**src/rtl/sbs_pkg.sv**
```systemverilog
// Package for the sorted table binary search block.
// Holds the fixed field widths, command codes and the status group of the step unit.
// No dependencies.
package sbs_pkg;

  // Fixed field widths of the channels.
  localparam int unsigned COMMAND_W     = 1;
  localparam int unsigned INDEX_W       = 8;
  localparam int unsigned WORD_W        = 32;
  localparam int unsigned ENTRY_COUNT_W = 9;

  // Command codes carried on the request channel.
  localparam logic [COMMAND_W-1:0] CMD_LOAD   = 1'b0;
  localparam logic [COMMAND_W-1:0] CMD_SEARCH = 1'b1;

  // Status flags produced by the step unit for the sequencer.
  typedef struct packed {
    logic hit;   // probed entry equals the key
    logic done;  // search ends this cycle (hit, bounds crossed or empty table)
  } sbs_flags_t;

endpackage

```
**src/rtl/sbs_step.sv**
```systemverilog
// Shared compare and bound update unit of the binary search block.
// Compares one probed entry with the key, narrows the bounds and forms the next midpoint.
// Depends on sbs_pkg.
module sbs_step import sbs_pkg::*; #(
  parameter int unsigned DEPTH = 256,
  parameter int unsigned WIDTH = 32
) (
  input  logic                       start,
  input  logic [$clog2(DEPTH+1)-1:0] count,
  input  logic [$clog2(DEPTH+1)-1:0] lo,
  input  logic [$clog2(DEPTH+1)-1:0] hi,
  input  logic [$clog2(DEPTH)-1:0]   mid,
  input  logic signed [WIDTH-1:0]    probe,
  input  logic signed [WIDTH-1:0]    key,
  output logic [$clog2(DEPTH+1)-1:0] lo_next,
  output logic [$clog2(DEPTH+1)-1:0] hi_next,
  output logic [$clog2(DEPTH)-1:0]   mid_next,
  output sbs_flags_t                 flags
);

  localparam int unsigned IW = $clog2(DEPTH);
  localparam int unsigned CW = $clog2(DEPTH + 1);

  logic          less;
  logic          hit;
  logic [CW:0]   mid_sum;

  // Bounds are kept as [lo, hi) with hi one past the last candidate.
  always_comb begin
    hit  = (probe == key);
    less = (probe < key);
    if (start) begin
      lo_next = '0;
      hi_next = count;
    end else if (less) begin
      lo_next = CW'(mid) + CW'(1);
      hi_next = hi;
    end else begin
      lo_next = lo;
      hi_next = CW'(mid);
    end
  end

  // Floor midpoint of the remaining candidates: (lo + hi - 1) / 2.
  assign mid_sum  = (CW+1)'(lo_next) + (CW+1)'(hi_next) - (CW+1)'(1);
  assign mid_next = IW'(mid_sum >> 1);

  // The search ends on a match or when no candidate is left.
  assign flags.hit  = hit && !start;
  assign flags.done = (hit && !start) || (lo_next >= hi_next);

endmodule

```
**config.mk**
```make
export PLATFORM = sky130hd
export DESIGN_NAME = sbs_step
export DESIGN_NICKNAME = d
export VERILOG_FILES = /design/src/rtl/sbs_pkg.sv /design/src/rtl/sbs_step.sv
export SDC_FILE = /design/constraint.sdc
export NUM_CORES = 1
export LEC_CHECK = 0
export ABC_AREA = 1
export BUFFER_PORTS_ARGS = -buffer_cell sky130_fd_sc_hd__buf_2
export CELL_PAD_IN_SITES_DETAIL_PLACEMENT = 0
export CELL_PAD_IN_SITES_GLOBAL_PLACEMENT = 1
export CORE_MARGIN = 2
export CORE_UTILIZATION = 24
export DETAILED_ROUTE_END_ITERATION = 16
export PLACE_DENSITY_LB_ADDON = 0.1
export SYNTH_ARGS = -nofsm -noshare
export SYNTH_HDL_FRONTEND = slang
export SYNTH_SLANG_ARGS = --single-unit
```
**constraint.sdc**
```tcl
create_clock -name vclk -period 4.2
set_input_delay 0.21 -clock vclk [all_inputs]
set_output_delay 0.21 -clock vclk [all_outputs]
set_load 0.005 [all_outputs]
```
### Yosys cells after proc, flatten, opt, wreduce, memory -nomap -nowiden

Cells that the tools add are included.

| storage, ports and cells | value |
|---|---|
| register bits after elaboration | 0 |
| input bits | 100 |
| output and inout bits | 28 |

| cells by class | value |
|---|---|
| $add $sub $neg | 3 |
| order comparisons | 2 |
| equal/unequal tests | 1 |
| muxes and demuxes | 4 |
| reduce and logical (&&, ||, !) cells | 3 |

Operators by type and width:

| cell | count |
|---|---|
| $mux W9 | 4 |
| $eq A32 B32 Y1 | 1 |
| $lt A32 B32 Y1 | 1 |
| $add A8 B1 Y9 const B | 1 |
| $add A9 B9 Y9 | 1 |
| $ge A9 B9 Y1 | 1 |
| $sub A9 B1 Y9 const B | 1 |
| $logic_and A1 B1 Y1 | 1 |
| $logic_not A1 Y1 | 1 |
| $logic_or A1 B1 Y1 | 1 |

### Logic depth before layout (Yosys ltp)

| depth | value |
|---|---|
| depth in word-level cells | 5 |
| gate-level depth with buffers | 30 |
| mapped depth without buffers | 30 |

### Worst setup path after synthesis

OpenSTA, ideal clock, no wires.

| timing | value |
|---|---|
| kind | in2out |
| from | in key[31] |
| to | out mid_next[7] |
| arrival time | 3.197 ns |
| path slack | 0.793 ns |
| stages on the path | 21 |
| buffers on the path | 1 |
| cell sequence | inv_1 > ha_1 > a21oi_1 > o21a_1 > nand2_1 > a21oi_4 > nand3_2 > nand2_4 > buf_12 > nor2_2 > nor2_1 > ha_1 > ha_1 > nand3_1 > nand3_1 > nand2_1 > nand2_1 > a21oi_1 > o21bai_1 > a21oi_1 > xor2_1 |

| on the way | value |
|---|---|
| longest elaborated chain between the ends | 5 |
| elaborated cells between the ends (all ways) | 7 |
| those cells by class | add/sub (2); order compare (1); mux (4) |

RTL lines:

| item | line | RTL |
|---|---|---|
| start: declaration | sbs_step.sv:14 | `input logic signed [WIDTH-1:0] key,` |
| $lt A32 B32 Y1 | sbs_step.sv:31 | `less = (probe < key);` |
| $mux W9 | sbs_step.sv:35 | `end else if (less) begin` |
| $mux W9 | sbs_step.sv:32 | `if (start) begin` |
| named net lo_next[3] | sbs_step.sv:15 | `output logic [$clog2(DEPTH+1)-1:0] lo_next,` |
| $add A9 B9 Y9 | sbs_step.sv:45 | `assign mid_sum = (CW+1)'(lo_next) + (CW+1)'(hi_next) - (CW+1)'(1);` |
| $sub A9 B1 Y9 | sbs_step.sv:45 |  |
| end: declaration | sbs_step.sv:17 | `output logic [$clog2(DEPTH)-1:0] mid_next,` |

The timed path passes the listed nets, and every way through them passes these cells.

### Worst setup path after layout

| timing | value |
|---|---|
| from | in key[31] |
| to | out mid_next[7] |

| on the way | value |
|---|---|
| longest elaborated chain between the ends | 5 |
| elaborated cells between the ends (all ways) | 7 |
| those cells by class | add/sub (2); order compare (1); mux (4) |

RTL lines:

| item | line |
|---|---|
| $lt A32 B32 Y1 * | sbs_step.sv:31 |
| $mux W9 | sbs_step.sv:35 |
| $mux W9 | sbs_step.sv:32 |
| $add A9 B9 Y9 * | sbs_step.sv:45 |
| $sub A9 B1 Y9 * | sbs_step.sv:45 |

Mark *: on every way between the ends. The rest lies on a longest branch, timed or not.

==> flow_summary.toml <==
[grt]
grt_start_max_net_pins = 16
gr-usage-all-layers_pct = 12.3
antenna_found_initial = 0
grt_pass1_vias = 2452
grt_pass1_wl_mm = 10.4
overflow = 0

[finish]
n_antenna_cell = 0
ff_latch_area_sq_um = 0
fillCellCount = 1010
seq_cell_count = 0
stdcell_count = 592
drive_gt1_share_pct = 33.1
finalNetCount = 643
nClkBuffers = 0
synthToLayoutAreaGrowth_pct = 36.6
multi_input_area_sq_um = 1810

[worst_setup_path]
worstPathArrival_ns = 3.65
cp_common_cell = "nand2_1"
crit_buf_inv = 4
end_kind = "output pin"
critPathTopFamily = "simple AND/OR/NAND/NOR gates"
cp.depth = 25
cp_slowest_stage_delay_ns = 0.38
critPathLaunchType = "input pin"
cp-endpoint = "mid_next[7]"
worstPathMaxFanout = 8
critPathLaunch = "key[31]"
cp.required_ns = 3.99
slowest_stage = "ha_2"
critPathKind = "input pin to output pin"

[floorplanning]
rows = 34
dieWidth_um = 98.9
die_h_um = 98.9
design.core.area_sq_um = 8720
start_util_pct = 24.8
pin_count = 128
die_area_sq_um = 9770

[flow_run]
drv_cap = 0

[sta]
rsz0062_at_grt = "yes"
clock.fmax_ghz = 0.259
drv_slew = 0
finalCriticalPeriod_ns = 3.86
tightest_slew_ns = 0.566
final-hold-violation-count = 0
report.final.setup_viol = 0
period_share_pct = 91.9
relSlewSlack_pct = 61.9
fin_tns_setup_ns = 0

[place]
gp_congestion = 0.752
io_buffers = 128
dpl.hpwl_mm = 5.76
placed_cells = 592

[yosys]
ys_seq_area_share_pct = 0
yosysUniqueCellTypes = 33
synth.avg_cell_area_sq_um = 6.03
ys.warnings.count = 0
synth.most_common_cell = "inv_1"
synth_area_leader_cell = "ha_1"
syn-cell-area_sq_um = 2160
syn_nets = 515
ys_top_cells_by_count = "89 x inv_1, 71 x nand2_1, 56 x ha_1"
synthCells = 358
synthTopCellsByArea = "ha_1 32%, inv_1 15%, nand2_1 12%"
synth_top_area_share_pct = 32.4

[detailed_routing]
routedWlPerCell_um = 10.4
drtAntennaViolNets = 0
viasPerCell = 4.15
routed_wl_mm = 6.18
vias = 2454
drt_iter0_markers = 45
detail_route.first_pass.iterations = 4
route.detailed.drc = 0

[status]
outcome = "completed"

[power_and_ir_drop]
p_per_area_nw_per_um2 = 175
ir_worst_vdd_mv = 0.0603
internal_power_uw = 239
sw_frac_of_total_pct = 53.9
p_sw_uw = 279
p_leak_nw = 1.90
clkPwrFrac_pct = 0
seq_power_share_pct = 0
pwr-share-comb_pct = 100.0

[clock_network]
ctsHoldBuffers = 0
post_cts_buffers = 0
ctsResizeCount = 0

[min_path]
hold_path_class = "input pin to output pin"
[final cells by class]
type | count | share of cell area [%]
inverters | 92 | 11.7
multi-input cells | 262 | 61.5
well taps | 108 | 4.58
repair buffers | 130 | 22.2
[cells in the final DEF, fill, tap and decap left out, drive strengths merged]
master and instances:
o21ai 10, fa 1, nor2 34, o21bai 1
nand2 76, buf 130, a21oi 23, inv 92
nor3 4, nand3 33, ha 56, a21o 2
nand4 1, nor4 2, xor2 6, a22oi 1
a31oi 1, o211ai 1, o21a 2, xnor2 2
nand3b 6
[power groups by stage]
stage / logic (mW) / registers [mW] / clock network (mW)
6_report: 0.517 / 0 / 0
3_3_place_gp: 0.517 / 0 / 0
5_1_grt: 0.603 / 0 / 0
3_5_place_dp: 0.517 / 0 / 0
2_1_floorplan: 0.336 / 0 / 0
4_1_cts: 0.519 / 0 / 0
[per-layer routing]
layer  share of wire, %  vias up  track usage, %
met3                6.9        2            1.84
met2                 44       69            22.0
met4               0.23        0           0.632
met5                  0        -               0
met1                 49     1005            16.3
li1                   -     1378               -
[stage by stage]
step	util, %	instance area (sq um)	worst slack (ns)	hold slack [ns]	power (mW)
2_1_floorplan	-	2160	0.793	0.529	0.336
3_3_place_gp	33.5	2920	0.284	0.731	0.517
3_5_place_dp	33.5	2920	0.230	0.735	0.517
4_1_cts	33.5	2920	0.224	0.737	0.519
5_1_grt	33.8	2950	-0.0169	0.772	0.603
6_report	33.8	2950	0.339	0.725	0.517
[how the worst min path moves through the flow]
| stage | startpoint | end | slack (ns) | cells after the start |
|---|---|---|---|---|
| 2_1_floorplan | count[1] | hi_next[1] | 0.53 | 2 |
| 3_3_place_gp | count[1] | hi_next[1] | 0.73 | 4 |
| 3_5_place_dp | count[1] | hi_next[1] | 0.74 | 4 |
| 4_1_cts | count[6] | hi_next[6] | 0.74 | 4 |
| 5_1_grt | count[7] | hi_next[7] | 0.77 | 4 |
| 6_report | count[6] | hi_next[6] | 0.73 | 4 |
[kinds of logic (layout without fill, tap and decap cells)]
| logic type | Yosys count | after routing | share of synthesized area [%] |
|---|---|---|---|
| AOI/OAI and AO/OA | 41 | 41 | 11.1 |
| xor gates and xnor gates | 8 | 8 | 3.24 |
| adders and majority gates | 57 | 57 | 33.4 |
| buffers and inverters | 96 | 222 | 17.5 |
| and+or+nand+nor | 156 | 156 | 34.8 |
No activity file was read; power rests on OpenSTA's default activity.
